[config.mk]
export PLATFORM = sky130hd
export DESIGN_NAME = bsa_mul
export DESIGN_NICKNAME = d
export VERILOG_FILES = /design/src/hdl/bsa_mul.sv
export SDC_FILE = /design/constraint.sdc
export NUM_CORES = 2
export LEC_CHECK = 0
export ABC_AREA = 1
export BUFFER_PORTS_ARGS = -buffer_cell sky130_fd_sc_hd__buf_2
export CAP_MARGIN = 20
export CORE_ASPECT_RATIO = 0.6
export CORE_UTILIZATION = 45
export CTS_CLUSTER_SIZE = 28
export DETAILED_ROUTE_END_ITERATION = 6
export PLACE_DENSITY_LB_ADDON = 0.25
export SETUP_SLACK_MARGIN = 0.3
export SLEW_MARGIN = 20
export SYNTH_ARGS = -nofsm -noshare
export SYNTH_HDL_FRONTEND = slang
export SYNTH_SLANG_ARGS = --single-unit
[constraint.sdc]
create_clock -name clk -period 11.5 [get_ports clk]
set_clock_uncertainty 0.2 [all_clocks]
set_input_delay 0.575 -clock clk [delete_from_list [all_inputs] [get_ports clk]]
set_output_delay 0.575 -clock clk [all_outputs]
set_load 0.005 [all_outputs]
[src/hdl/bsa_mul.sv]
module bsa_mul (
  input  logic        clk,
  input  logic [31:0] a,
  input  logic [31:0] b,
  output logic [63:0] p
);

  always_ff @(posedge clk) begin
    p <= 64'(a) * 64'(b);
  end

endmodule

==> impl_results.md <==
* Area grow syn2layout at 4.33%
* Initial cell density of the core at between 40% and 50%
* Status: finished, final reports clean
* Setup_tns at 0 ps
* CP Data Arrival Time at roughly 7700 ps
* WS Path Type: primary input to flop
* Worst Tran Pin Value at around 1000 ps
* Rel. slew slack at 30.9%
* Hold WS at around 620 ps
* Syn Std Cell Area at ~37,000 um^2
* Crit path required time at between 10,000 and 15,000 ps
* Post-synthesis compound-gate area fraction at 0.853%
* Total Wirelength at 113,000 um
* Warnings, synthesis at 0
* First-pass GRT wire length at 177,000 um
* Final HPWL DP at 91,700 um
* Number of iterations in the first detailed-routing pass at 5
* Core box area at between 80,000 and 90,000 um^2
* Largest net degree at the start of global routing at 33
* Clock Path Buffers at 2
* Die span in x at ~370 um
* Post-CTS setup buffers at 0
* Via density at 4.81
* M1 GR Usage at about 42%
* Synthesized flop and latch total at 64
* Via count at about 29,000
* Final Wtd Congestion at roughly 0.95
* Synth top area cells: fa_1, inv_1, nand2_1, ha_1, dfxtp_1
* Adder-Cell Fraction of Synth Area at a little under three fifths
* Count of cell types in the netlist at 23
* Final instance area at roughly 39,000 um^2
* RSZ-0062 raised after global routing: false
* Busiest layer in global routing: met1
* Asr flop ratio synth at 0%
* Routed Antenna Nets at 0
* Avg Inst Size Synth at about 7.4 um^2
* Die area at 84,300 um^2
* Final period util at between 60% and 70%
* Drc violations at 0
* GRT Util Overall at between 20% and 30%
* CTS tree: yes
* Avg WL per Cell at around 19 um
* Post-layout util at 47.6%
* Proportion of synthesized area in mux cells at 0%
* Reg clk slew, reported paths at approximately 50 ps
* Met3 Resource Use GR at between 10% and 20%
* Worst min-delay path class: primary input to flop
* Largest regs: p: 64 flops
* H-tree depth at 3
* Max Cap Viol at 0
* Crit path time final at approximately 7600 ps
* Layout cells sized above 1 at under 10%
* Setup-failing EPs final at 0
* Register area share after synthesis at around 3.4%
* Initial antenna violation count at 1
* Min-Delay Startpoint: b[0]
* Post-synth top area share at a little under half
* Initial DRC Count at 2,429
* Worst setup path startpoint: b[8]
* Largest register FFs at 64
* # diodes at 0
* Max FO, Critical Path at 32
* CTS buffer count at 9
* Sink Count at 64
* Post-Synth Simple-Gate Area at between 10% and 20%
* Vias in the first global route at 29,800
* Post-Syn Instances at approximately 5,000
* Root buf cell: clkbuf_16
* Grt total ovfl at 0
* Placed cell area at a little under 40,000 um^2
* Die height at around 230 um
* Met2 usage at a little under two fifths
* Top FF cell, synth: dfxtp_1
* CP startpoint kind: primary input
* EDFF count, synth at 0
* Synth Area in XOR/XNOR at less than 1%
* Combinational family with the most area after synthesis: adder cells
* Fmax at 132 MHz
* Leading area contributor after synthesis: fa_1
* CP Capture Type: flop
* Post-cts gate resize count at 0
* Cell row count at between 80 and 90
* Hold buffers post-CTS at 0
* Slew Limit Fails at 0
* Post-Syn Nets at roughly 6,200
* Final Hold Vio Count at 0
* PortBufs at 128
* Num ports at 129
* Nets@finish at 6,202
* Largest Register: p
## metal layers
layer | routed length (um) | vias to the layer above
li1 | - | 13500
met2 | 44400 | 1318
met3 | 14500 | 85
met5 | 181 | -
met1 | 52000 | 14200
met4 | 1470 | 6
## final cells by class
cell class	instances	area [um^2]
clock buffer	11	243
clock inverter	4	45.0
fill	8103	42900
inverter	1735	6510
multi-input combinational	3032	28900
sequential	64	1280
tap	1079	1350
timing repair buffer	136	701
## Yosys cell counts (12+ instances only)
cell,number
dfxtp_1,64
nand4_1,16
fa_1,896
nand3_1,56
xor2_1,33
nand2_1,1566
clkbuf_1,192
nor2_2,14
a21oi_1,43
nand2_2,15
inv_1,1723
nor2_1,81
ha_1,263
inv_2,12
## worst max-delay path: stages
cell and delay (ps):
buf_2 690, nand2_1 180, fa_1 550, fa_1 700
fa_1 460, fa_1 520, inv_1 60, fa_1 570
fa_1 430, fa_1 650, fa_1 480, ha_1 400
nand2_1 120, nor2_1 170, inv_2 80, nor3_2 320
nand2_1 230, nor2_1 140, nand2_1 90, nand3_1 90
nand2_1 50, nand2_1 50
## through the flow
stage / cells / worst slack, ps
floorplan: 5023 / 4910
global placement: 6046 / 3690
detailed placement: 6046 / 3760
CTS: 6061 / 4090
global route: 6061 / 3670
finish: 6061 / 3940
## logic make-up after synthesis
kind of cell    count (synthesis)
compound gates                 57
xor+xnor                       35
fa+ha+maj                    1159
buf+inv                      1927
flops                          64
simple gates                 1781
## final timing paths
path,depth (start not counted),endpoint
worst max-delay path,22,p[52]
worst min-delay path,3,p[0]
## placed cells by master (no fill, tap or decap), types with 2 or more instances in the layout
cell,netlist,layout
nand2_2,15,15
fa_1,896,896
ha_1,263,263
xor2_1,33,33
nor2_4,6,6
nand2_1,1566,1566
o21ai_0,2,2
nand3_2,9,9
nor3_2,6,6
a21oi_1,43,43
nor2_1,81,81
dfxtp_1,64,64
inv_1,1723,1723
nor3_1,11,11
nor2_2,14,14
clkinv_2,0,3
nand3_1,56,56
nand4_1,16,16
xnor2_1,2,2
clkbuf_16,0,9
buf_4,0,8
inv_2,12,12
buf_2,0,128
o21bai_1,11,11
Power is left out: the tool's default activity adds up to more than one toggle a clock period on the data nets, which glitch-free logic cannot reach.
