$ cat config.mk
export PLATFORM = sky130hd
export DESIGN_NAME = bsa_div
export DESIGN_NICKNAME = d
export VERILOG_FILES = /design/src/hdl/bsa_pkg.sv /design/src/hdl/bsa_div.sv
export SDC_FILE = /design/constraint.sdc
export NUM_CORES = 1
export LEC_CHECK = 0
export BUFFER_PORTS_ARGS = -buffer_cell sky130_fd_sc_hd__buf_2
export CORE_ASPECT_RATIO = 2
export CORE_MARGIN = 5
export CORE_UTILIZATION = 50
export DETAILED_ROUTE_END_ITERATION = 12
export PLACE_DENSITY = 0.79
export SLEW_MARGIN = 20
export SYNTH_ARGS = -nofsm -noshare
export SYNTH_HDL_FRONTEND = slang
export SYNTH_SLANG_ARGS = --single-unit
$ cat constraint.sdc
create_clock -name clk -period 7.75 [get_ports clk]
set_clock_uncertainty 0.2 [all_clocks]
set_input_delay 0.3875 -clock clk [delete_from_list [all_inputs] [get_ports clk]]
set_output_delay 0.3875 -clock clk [all_outputs]
set_load 0.05 [all_outputs]
$ cat src/hdl/bsa_pkg.sv
package bsa_pkg;

  localparam int DOC_COUNT = 4096;
  localparam int DOC_AW = $clog2(DOC_COUNT);
  localparam int DIV_W = 56;
  localparam int DVS_W = 40;
  localparam logic [31:0] LN2_Q32 = 32'd2977044472;

  localparam logic [1:0] CFG_K1 = 2'd0;
  localparam logic [1:0] CFG_BLEND = 2'd1;
  localparam logic [1:0] CFG_TOTAL = 2'd2;
  localparam logic [1:0] CFG_AVG = 2'd3;

  typedef enum logic [1:0] {
    OP_ACC   = 2'd0,
    OP_LOAD  = 2'd1,
    OP_READ  = 2'd2,
    OP_CLEAR = 2'd3
  } op_t;

  typedef struct packed {
    op_t         op;
    logic [11:0] doc_id;
    logic [15:0] term_weight;
    logic [20:0] doc_frequency;
    logic [23:0] doc_length;
    logic        end_of_query;
  } in_word_t;

  typedef struct packed {
    logic [11:0]        doc_id_out;
    logic signed [31:0] score;
    logic               saturated;
    logic               query_done;
  } out_word_t;

  typedef struct packed {
    logic             start;
    logic [DIV_W-1:0] dividend;
    logic [DVS_W-1:0] divisor;
  } div_req_t;

endpackage

$ cat src/hdl/bsa_div.sv
module bsa_div (
  input  logic                    clk,
  input  logic                    rst,
  input  bsa_pkg::div_req_t       req,
  output logic                    busy,
  output logic [bsa_pkg::DIV_W-1:0] quotient
);
  import bsa_pkg::*;

  logic [DVS_W-1:0] rem;
  logic [DVS_W-1:0] dvs;
  logic [5:0]       cnt;
  logic [DVS_W:0]   trial;
  logic             ge;

  assign trial = {rem, quotient[DIV_W-1]};
  assign ge = trial >= {1'b0, dvs};

  always_ff @(posedge clk) begin
    if (rst) begin
      busy <= 1'b0;
      cnt <= '0;
    end else if (req.start) begin
      busy <= 1'b1;
      cnt <= 6'(DIV_W);
      quotient <= req.dividend;
      dvs <= req.divisor;
      rem <= '0;
    end else if (busy) begin
      rem <= ge ? DVS_W'(trial - {1'b0, dvs}) : trial[DVS_W-1:0];
      quotient <= {quotient[DIV_W-2:0], ge};
      cnt <= cnt - 6'd1;
      if (cnt == 6'd1) begin
        busy <= 1'b0;
      end
    end
  end

endmodule

==> flow_summary_export.csv, run 1 <==
group,metric,value,unit
outcome,status,"finished, final reports clean",
drt,viasPerCell,5.61,
worst_setup_path,slowest_delay,0.47,ns
timing,period_share,0.460,
grt,antenna_found_initial,0,
power_and_ir_drop,comb_power_share,0.248,
grt,grt.overflow.total,0,
synth,synth_warnings,0,
power_and_ir_drop,switching_share,0.301,
cells_and_area,multi_input_area,3440,sq um
cts,clkLatencyLatePin,0.43,ns
cells_and_area,fillCellCount,1295,
power_and_ir_drop,switchingPower,0.731,mW
worst_setup_path,startpoint_type,"flip-flop",
job,cap_viol_max_count,0,
power_and_ir_drop,clkPwrFrac,0.357,
grt,grt_pass1_wl,31500,um
place,place.gp.congestion,0.917,
drt,post-route-drc-count,0,
cts,clockBufferDepth,2,
synth,syn_nets,850,
cts,cts_buffers,17,
floorplan,die_area,18700,sq um
floorplan,rows,65,
worst_setup_path,crit_chain,"ha_1, nand3_1, nor4_1, a21oi_1, o21ai_0, o2bb2ai_1, a311o_2, buf_4, nor4bb_1, a31o_1, a311o_1",
power_and_ir_drop,ir_drop,0.186,mV
cells_and_area,seq_area,4220,sq um
synth,yosys.cell_types.count,69,
timing,slew_headroom,0.407,
synth,synth-main-ff-cell,"edfxtp_1",
power_and_ir_drop,p_leak,4.14,nW
place,pre_cts_slack,4.23,ns
cells_and_area,area_delta_synth_final,24.5,%
floorplan,io_pins,156,
worst_setup_path,crit_arrival,3.65,ns
cells_and_area,finish.instance_area,9940,sq um
power_and_ir_drop,seqPwrFrac,0.395,
cts,post-cts-setup-buffers,0,
timing,fmax,281,MHz
cts,ctsResizeCount,0,
floorplan,initial_core_util,0.506,
grt,grt_max_degree,92,
place,portBuffers,155,
timing,period_needed,3.56,ns
synth,async_flop_share,0,
worst_setup_path,cp.required,7.84,ns
timing,tightest_slew,0.890,ns
worst_setup_path,cp_slowest_cell,"nor4_1",
power_and_ir_drop,pwr_density_cell,245,nW/um^2
worst_setup_path,crit_fanout,49,
synth,synth_seq_cells,143,
timing,rsz0062_at_grt,"false",
timing,worst_slack,4.19,ns
worst_setup_path,critPathTopFamily,"simple AND/OR/NAND/NOR gates",
cts,root_buffer,"clkbuf_16",
drt,drtPass1Iterations,5,
cts,cts.sinks,143,
drt,wl,19800,um
timing,slew_viol_final,0,
cts,cts_tree,"yes",
drt,routedWlPerCell,17.9,um
synth,synth.avg_cell_area,11.3,sq um
place,dp_hpwl,14200,um
worst_setup_path,endpoint_kind,"flip-flop",
synth,synth_edf_count,136,
power_and_ir_drop,internal_power,1.70,mW
floorplan,core,15800,sq um
timing,setup_viol,0,
timing,hold_viol,0,
cts,htreeDepth,4,
cells_and_area,nets,1038,
drt,drt_first_iter_violations,373,
worst_hold_path,hold_class,"input port to flip-flop",
drt,final_antenna_net_count,0,
synth,synthCells,708,
worst_setup_path,critical_path_class,"flip-flop to flip-flop",
floorplan,die_h,189,um
drt,vias,6226,
cells_and_area,drive_gt1_frac,0.287,
worst_setup_path,cp_num_buf_inv,1,
synth,syn-cell-area,7980,sq um
cts,cts.clk_slew.worst_paths,0.06,ns
floorplan,die_x,99.3,um
grt,grt_pass1_vias,6813,
grt,grtUsageTotal,0.214,
timing,fin_setup_tns,0,ns
place,place_area,8920,sq um
synth,ys_seq_area_frac,0.529,
cells_and_area,n_antenna_cell,0,
[power groups by stage]
stage | combinational (mW) | clock [mW] | sequential, mW
CTS | 0.599 | 0.881 | 0.961
global route | 0.654 | 0.916 | 0.967
detailed placement | 0.580 | 0 | 0.976
floorplan | 0.375 | 0 | 1.04
global placement | 0.572 | 0 | 0.974
finish | 0.603 | 0.869 | 0.960
[final cells by class]
class	count	share of cell area
flip-flops and latches	143	0.425
inverters	50	0.0189
repair buffers	199	0.122
well taps	201	0.0253
multi-input cells	485	0.347
clock buffers	18	0.0432
clock inverters	14	0.0191
[logic make-up (layout without fill, tap and decap cells)]
family                     Yosys count  in the layout  share of synthesized area
muxes                               56             56                     0.0790
adders and majority gates           43             43                     0.0683
xor gates and xnor gates            35             35                     0.0384
buffers and inverters               80            281                     0.0412
DFF                                143            143                      0.529
AOI/OAI and AO/OA                  172            172                      0.141
and+or+nand+nor                    179            179                      0.103
[timing repair]
item | 4_1_cts | 5_1_grt
endpoints found under the setup margin | 0 | 0
hold buffers | 40 | 0
hold endpoints to repair | 40 | 0
[final timing paths]
path           start           end  slack (ns)  cells past startpoint
min reg2reg   cnt[1]        cnt[1]        0.31                      2
max reg2reg  rem[27]       rem[38]        4.19                     11
min          req[89]  quotient[49]        0.06                      2
max          rem[27]       rem[38]        4.19                     11
[flip-flops by register name, summed over array words and instances (netlist names)]
signal	cells
quotient	56
rem	40
busy	1
cnt	6
dvs	40
[worst register-to-register path, cell delays in order (launching register included)]
cell and delay, ns:
edfxtp_1 0.42, ha_1 0.46, nand3_1 0.20, nor4_1 0.47
a21oi_1 0.11, o21ai_0 0.14, o2bb2ai_1 0.15, a311o_2 0.14
buf_4 0.46, nor4bb_1 0.41, a31o_1 0.15, a311o_1 0.11
[placed cells by master (no fill, tap or decap), drive strengths merged, types with 3 or more instances in the layout]
cell type | synthesis | layout
a211oi | 11 | 11
a21boi | 3 | 3
a21o | 20 | 20
a21oi | 67 | 67
a311o | 5 | 5
a31oi | 3 | 3
and2 | 3 | 3
and3 | 4 | 4
buf | 16 | 159
bufinv | 0 | 4
clkbuf | 14 | 18
clkinv | 0 | 4
clkinvlp | 0 | 4
dfxtp | 7 | 7
dlygate4sd3 | 0 | 40
edfxtp | 136 | 136
ha | 42 | 42
inv | 50 | 52
mux2 | 56 | 56
nand2 | 82 | 82
nand2b | 6 | 6
nand3 | 11 | 11
nand4 | 4 | 4
nor2 | 39 | 39
nor2b | 5 | 5
nor3 | 6 | 6
nor4 | 7 | 7
o21a | 6 | 6
o21ai | 26 | 26
o21bai | 4 | 4
o22ai | 4 | 4
or3 | 4 | 4
xnor2 | 22 | 22
xor2 | 13 | 13
[cell usage after synthesis (all sizes together), types with 3 or more instances]
library cell / n / area [sq um]
edfxtp: 136 / 4080
nand2: 82 / 308
a21oi: 67 / 350
mux2: 56 / 631
inv: 50 / 188
ha: 42 / 526
nor2: 39 / 146
o21ai: 26 / 134
xnor2: 22 / 193
a21o: 20 / 150
buf: 16 / 88.8
clkbuf: 14 / 52.6
xor2: 13 / 114
a211oi: 11 / 87.6
nand3: 11 / 60.1
dfxtp: 7 / 140
nor4: 7 / 43.8
nand2b: 6 / 37.5
nor3: 6 / 30.0
o21a: 6 / 45.0
a311o: 5 / 51.3
nor2b: 5 / 31.3
and3: 4 / 30.0
nand4: 4 / 25.0
o21bai: 4 / 30.0
o22ai: 4 / 25.0
or3: 4 / 25.0
a21boi: 3 / 22.5
a31oi: 3 / 18.8
and2: 3 / 18.8
[through the flow]
step           hold WS (ns)  total power [mW]  utilization  cells
2_1_floorplan         0.277              1.41            -    708
3_3_place_gp          0.293              1.55        0.565   1038
3_5_place_dp          0.301              1.56        0.565   1038
4_1_cts              0.0489              2.44        0.630   1110
5_1_grt              0.0587              2.54        0.630   1110
6_report             0.0628              2.43        0.630   1110
[layer usage]
metal / routed length (um) / vias up / part of all wire / track usage
met5: 0 / - / 0 / 0
met4: 1120 / 0 / 0.057 / 0.139
met3: 1210 / 87 / 0.061 / 0.0530
met2: 10800 / 264 / 0.54 / 0.393
met1: 6760 / 2897 / 0.34 / 0.204
li1: - / 2978 / - / -
No activity file was read; power rests on OpenSTA's default activity.
==> run 2, diff against run 1 <==
--- a/config.mk
+++ b/config.mk
@@ -5,12 +5,13 @@
 export SDC_FILE = /design/constraint.sdc
 export NUM_CORES = 1
 export LEC_CHECK = 0
+export ABC_AREA = 1
 export BUFFER_PORTS_ARGS = -buffer_cell sky130_fd_sc_hd__buf_2
 export CORE_ASPECT_RATIO = 2
 export CORE_MARGIN = 5
 export CORE_UTILIZATION = 50
 export DETAILED_ROUTE_END_ITERATION = 12
-export PLACE_DENSITY = 0.79
+export PLACE_DENSITY = 0.81
 export SLEW_MARGIN = 20
 export SYNTH_ARGS = -nofsm -noshare
 export SYNTH_HDL_FRONTEND = slang
==> constraint.sdc (replaced) <==
create_clock -name clk -period 3.25 [get_ports clk]
set_clock_uncertainty 0.2 [all_clocks]
set_input_delay 0.1625 -clock clk [delete_from_list [all_inputs] [get_ports clk]]
set_output_delay 0.1625 -clock clk [all_outputs]
set_load 0.05 [all_outputs]
==> flow_summary_export.csv, run 2 <==
group,metric,value,unit
synth,synth_edf_count,136,
floorplan,die_h,202,um
worst_setup_path,startpoint_type,"flip-flop",
cts,cts_tree,"yes",
worst_setup_path,slowest_delay,0.40,ns
worst_setup_path,crit_fanout,4,
power_and_ir_drop,ir_drop,0.423,mV
cells_and_area,n_antenna_cell,0,
power_and_ir_drop,comb_power_share,0.293,
cells_and_area,nets,1631,
floorplan,core,18200,sq um
cts,cts.clk_slew.worst_paths,0.06,ns
cells_and_area,drive_gt1_frac,0.161,
cells_and_area,reg_top3,"quotient x56, dvs x40, rem x40",
grt,grt_max_degree,64,
timing,fmax,343,MHz
cts,clkLatencyLatePin,0.43,ns
place,dp_hpwl,21500,um
floorplan,die_area,21300,sq um
timing,tightest_slew,0.754,ns
timing,slew_viol_final,0,
grt,grtUsageTotal,0.285,
timing,fin_setup_tns,0,ns
floorplan,rows,70,
drt,drtPass1Iterations,6,
drt,wl,29900,um
drt,final_antenna_net_count,0,
cts,root_buffer,"clkbuf_16",
worst_setup_path,cp_num_buf_inv,1,
synth,ys_seq_area_frac,0.461,
worst_setup_path,crit_top_cell,"nand2_1",
synth,synth.avg_cell_area,7.46,sq um
cts,cts.sinks,143,
place,place_area,10200,sq um
cts,htreeDepth,4,
power_and_ir_drop,internal_power,4.04,mW
synth,synth-main-ff-cell,"edfxtp_1",
grt,grt_pass1_vias,9360,
synth,syn_nets,1371,
worst_hold_path,hold_class,"input port to flip-flop",
synth,syn-cell-area,9170,sq um
worst_setup_path,crit_chain,"ha_1, nand2_1, nor2_1, nand2_1, nor2_1, nand2_1, nand3_1, nand2_1, nand3_1, nand3_1, nand2_1, inv_1",
worst_setup_path,critical_path_class,"flip-flop to flip-flop",
drt,vias,8867,
synth,async_flop_share,0,
power_and_ir_drop,switchingPower,2.15,mW
place,portBuffers,155,
cells_and_area,largest_reg_flops,56,
timing,rsz0062_at_grt,"false",
synth,synth.largest_area_cell,"edfxtp_1",
worst_setup_path,endpoint_kind,"flip-flop",
synth,netlist_top_cells_area,"edfxtp_1 45%, nand2_1 21%, inv_1 8.1%, ha_1 5.7%, nor2_1 5.6%",
cells_and_area,regMostFlops,"quotient",
synth,yosys.cell_types.count,38,
power_and_ir_drop,p_leak,6.07,nW
grt,grt.overflow.total,0,
synth,yosysTopAreaCellShare,0.445,
place,place.gp.congestion,1.06,
timing,period_needed,2.91,ns
timing,setup_viol,0,
timing,slew_headroom,0.497,
drt,post-route-drc-count,0,
drt,drt_first_iter_violations,439,
power_and_ir_drop,switching_share,0.348,
synth,synth_common_cells,"504 x nand2_1, 197 x inv_1, 138 x nor2_1, 136 x edfxtp_1, 42 x ha_1",
power_and_ir_drop,pwr_density_cell,525,nW/um^2
drt,viasPerCell,5.16,
power_and_ir_drop,seqPwrFrac,0.371,
synth,synth_most_common_cell,"nand2_1",
floorplan,die_x,106,um
job,cap_viol_max_count,0,
drt,routedWlPerCell,17.4,um
worst_setup_path,cp_slowest_cell,"edfxtp_1",
cts,clockBufferDepth,2,
worst_setup_path,crit_arrival,2.91,ns
floorplan,initial_core_util,0.503,
synth,synth_warnings,0,
cells_and_area,finish.instance_area,11800,sq um
cts,cts_buffers,17,
worst_setup_path,cp.required,3.24,ns
cts,ctsResizeCount,0,
synth,synth_seq_cells,143,
cells_and_area,final_cell_mix,"504 x nand2_1, 196 x inv_1, 155 x buf_2, 137 x nor2_1, 136 x edfxtp_1",
timing,hold_viol,0,
grt,grt_pass1_wl,46700,um
floorplan,io_pins,156,
cells_and_area,final_common_cell,"nand2_1",
power_and_ir_drop,clkPwrFrac,0.335,
grt,antenna_found_initial,0,
cells_and_area,area_delta_synth_final,28.5,%
synth,synthCells,1229,
timing,period_share,0.897,
worst_setup_path,critPathTopFamily,"simple AND/OR/NAND/NOR gates",
outcome,status,"finished, final reports clean",
## run 2: cells by family (layout without fill, tap and decap cells)
| group | after synthesis | after routing | synth area share |
|---|---|---|---|
| adders and majority gates | 43 | 43 | 0.0595 |
| buffers and inverters | 226 | 499 | 0.0966 |
| AOI/OAI and AO/OA | 77 | 77 | 0.0460 |
| xor gates and xnor gates | 23 | 23 | 0.0220 |
| DFF | 143 | 143 | 0.461 |
| and+or+nand+nor | 717 | 717 | 0.315 |
## run 2: cell type report
| class | instances | area [sq um] |
|---|---|---|
| Multi-Input combinational cell | 860 | 4080 |
| Sequential cell | 143 | 4220 |
| Inverter | 202 | 758 |
| Clock inverter | 14 | 183 |
| Timing Repair Buffer | 265 | 1840 |
| Fill cell | 1505 | 6430 |
| Clock buffer | 18 | 429 |
| Tap cell | 216 | 270 |
## run 2: metrics by stage
stage	power, mW	cells	hold WS, ns	worst slack, ns	utilization
floorplan	3.51	1229	0.0316	0.0649	-
global placement	3.99	1589	0.139	0.460	0.560
detailed placement	4.02	1589	0.141	0.421	0.560
CTS	6.18	1718	0.197	0.387	0.647
global route	6.49	1718	0.249	0.208	0.647
finish	6.19	1718	0.206	0.336	0.647
## run 2: tightest hold or removal path, delay by kind of cell
kind / cells / cell delay, ns
buffers and inverters: 3 / 0.42
AOI/OAI and AO/OA: 1 / 0.20
## run 2: path summary, 6_finish.rpt
check,startpoint,slack [ns],endpoint,cells after the start
max,rem[21],0.34,rem[39],12
min,req[96],0.21,cnt[4],4
min reg2reg,cnt[5],0.29,cnt[5],2
max reg2reg,rem[21],0.34,rem[39],12
## run 2: power groups by stage
stage / clock network (mW) / registers, mW / logic, mW
final: 2.07 / 2.30 / 1.82
after global routing: 2.18 / 2.31 / 2.00
after CTS: 2.10 / 2.29 / 1.79
after detailed placement: 0 / 2.33 / 1.69
after global placement: 0 / 2.33 / 1.67
after floorplan: 0 / 2.48 / 1.04
## run 2: layer usage
layer	GRT usage	share of wire	vias up
li1	-	-	4328
met1	0.262	0.32	3994
met2	0.539	0.53	407
met3	0.0453	0.054	138
met4	0.224	0.088	0
met5	0	0	-
## run 2: timing repair
item                      in CTS  in global routing
hold buffers                  97                  0
buffers inserted               0                  0
hold endpoints to repair     103                  0
==> run 3, diff against run 2 <==
--- a/config.mk
+++ b/config.mk
@@ -9,9 +9,9 @@
 export BUFFER_PORTS_ARGS = -buffer_cell sky130_fd_sc_hd__buf_2
 export CORE_ASPECT_RATIO = 2
 export CORE_MARGIN = 5
-export CORE_UTILIZATION = 50
+export CORE_UTILIZATION = 52
 export DETAILED_ROUTE_END_ITERATION = 12
-export PLACE_DENSITY = 0.81
+export PLACE_DENSITY = 0.84
 export SLEW_MARGIN = 20
 export SYNTH_ARGS = -nofsm -noshare
 export SYNTH_HDL_FRONTEND = slang
==> flow_summary_export.csv, run 3 (synthesis results as in run 2) <==
group,metric,value,unit
worst_setup_path,slowest_delay,0.46,ns
cells_and_area,final_common_cell,"nand2_1",
worst_setup_path,path_depth,12,
cells_and_area,area_delta_synth_final,28.7,%
drt,viasPerCell,5.28,
floorplan,initial_core_util,0.528,
worst_setup_path,endpoint_kind,"flip-flop",
drt,drt_first_iter_violations,495,
drt,vias,9032,
floorplan,core,17400,sq um
grt,antenna_found_initial,0,
cells_and_area,fin_cells,1711,
timing,worst_slack,0.348,ns
timing,rsz0062_at_grt,"false",
cells_and_area,final_cell_mix,"504 x nand2_1, 196 x inv_1, 155 x buf_2, 137 x nor2_1, 136 x edfxtp_1",
timing,setup_viol,0,
outcome,status,"finished, final reports clean",
timing,period_share,0.893,
cells_and_area,drive_gt1_frac,0.161,
cts,cts_buffers,17,
worst_setup_path,crit_arrival,2.89,ns
floorplan,die_area,20600,sq um
grt,grtUsageTotal,0.300,
place,portBuffers,155,
grt,grt_pass1_wl,47700,um
power_and_ir_drop,p_leak,6.08,nW
cts,htreeDepth,4,
cts,cts_tree,"yes",
worst_hold_path,hold_class,"input port to flip-flop",
worst_setup_path,startpoint_type,"flip-flop",
power_and_ir_drop,switchingPower,2.18,mW
drt,routedWlPerCell,17.9,um
drt,drtPass1Iterations,5,
cells_and_area,n_antenna_cell,0,
place,pre_cts_slack,0.400,ns
cts,ctsResizeCount,0,
power_and_ir_drop,ir_drop,0.413,mV
timing,fin_setup_tns,0,ns
grt,grt.overflow.total,0,
floorplan,die_x,104,um
timing,slew_viol_final,0,
cts,clkLatencyLatePin,0.43,ns
cells_and_area,utilization,0.680,
power_and_ir_drop,seqPwrFrac,0.368,
place,post-place-cells,1582,
power_and_ir_drop,totalPowerFinal,6.25,mW
timing,slew_headroom,0.391,
place,dp_hpwl,21100,um
place,place.gp.congestion,1.08,
worst_hold_path,hold_depth,2,
power_and_ir_drop,internal_power,4.06,mW
job,cap_viol_max_count,0,
cts,root_buffer,"clkbuf_16",
worst_setup_path,crit_chain,"ha_1, nand2_2, nor2_1, nand2_1, nor2_1, nand2_1, nand3_1, nand2_1, nand3_1, nand3_1, nand2_1, inv_1",
grt,grt_max_degree,64,
power_and_ir_drop,switching_share,0.350,
floorplan,die_h,198,um
grt,grt_pass1_vias,9449,
floorplan,io_pins,156,
worst_setup_path,critPathTopFamily,"simple AND/OR/NAND/NOR gates",
power_and_ir_drop,pwr_density_cell,529,nW/um^2
timing,tightest_slew,0.913,ns
cts,cts.clk_slew.worst_paths,0.07,ns
worst_setup_path,reg2reg_depth,12,
drt,final_antenna_net_count,0,
worst_setup_path,critical_path_class,"flip-flop to flip-flop",
cells_and_area,reg_top3,"quotient x56, dvs x40, rem x40",
power_and_ir_drop,clkPwrFrac,0.338,
power_and_ir_drop,comb_power_share,0.294,
floorplan,rows,68,
worst_setup_path,cp_num_buf_inv,1,
timing,fmax,345,MHz
timing,hold_viol,0,
cts,clockBufferDepth,2,
cts,cts.sinks,143,
worst_setup_path,cp.required,3.24,ns
drt,wl,30700,um
drt,post-route-drc-count,0,
cells_and_area,nets,1630,
worst_setup_path,cp_slowest_cell,"ha_1",
timing,period_needed,2.90,ns
cells_and_area,regMostFlops,"quotient",
worst_setup_path,crit_top_cell,"nand2_1",
cells_and_area,largest_reg_flops,56,
worst_setup_path,crit_fanout,4,
[run 3: cell count changes in the layout (fill, tap and decap cells not counted)]
cell / before / now
clkinv_4: 4 / 5
buf_4: 13 / 10
clkinvlp_4: 2 / 0
buf_12: 0 / 2
clkbuf_1: 1 / 0
clkinv_2: 1 / 2
clkbuf_8: 0 / 1
[run 3: timing repair]
action / 4_1_cts / 5_1_grt
hold buffers: 97 / 0
endpoints found under the hold margin: 103 / 0
buffers inserted: 0 / 0
endpoints found under the setup margin: 0 / 0
[run 3: routing by layer]
| layer | track usage | up-vias | wire length [um] |
|---|---|---|---|
| met2 | 0.575 | 407 | 16700 |
| met4 | 0.221 | 0 | 2410 |
| met5 | 0 | - | 0 |
| met3 | 0.0529 | 144 | 1660 |
| met1 | 0.275 | 4152 | 9880 |
| li1 | - | 4329 | - |
[run 3: path summary, 6_finish.rpt]
| path | from | end | slack, ns |
|---|---|---|---|
| worst max register to register | rem[14] | rem[39] | 0.35 |
| worst min register to register | cnt[5] | cnt[5] | 0.29 |
| worst max-delay path | rem[14] | rem[39] | 0.35 |
| worst min-delay path | req[2] | dvs[2] | 0.24 |
[run 3: metrics by stage]
stage	instance area [sq um]	hold slack, ns
detailed placement	10200	0.141
CTS	11800	0.227
global placement	10200	0.139
global route	11800	0.239
floorplan	9180	0.0316
finish	11800	0.238
[run 3: layout make-up]
cell class,count,area [sq um]
flip-flops and latches,143,4220
fillers,1394,5550
inverters,202,758
repair buffers,264,1860
clock buffers,18,439
clock inverters,14,181
well taps,210,263
multi-input cells,860,4080
[run 3: power by group through the flow]
stage | sequential, mW | clock [mW] | combinational, mW
floorplan | 2.48 | 0 | 1.04
global placement | 2.32 | 0 | 1.66
detailed placement | 2.33 | 0 | 1.69
CTS | 2.29 | 2.12 | 1.79
global route | 2.31 | 2.20 | 2.00
finish | 2.30 | 2.11 | 1.84
[run 3: worst reg2reg max path: stages, from the launching register on]
cell	delay [ns]
edfxtp_1	0.42
ha_1	0.46
nand2_2	0.12
nor2_1	0.34
nand2_1	0.17
nor2_1	0.13
nand2_1	0.06
nand3_1	0.29
nand2_1	0.13
nand3_1	0.09
nand3_1	0.10
nand2_1	0.09
inv_1	0.05
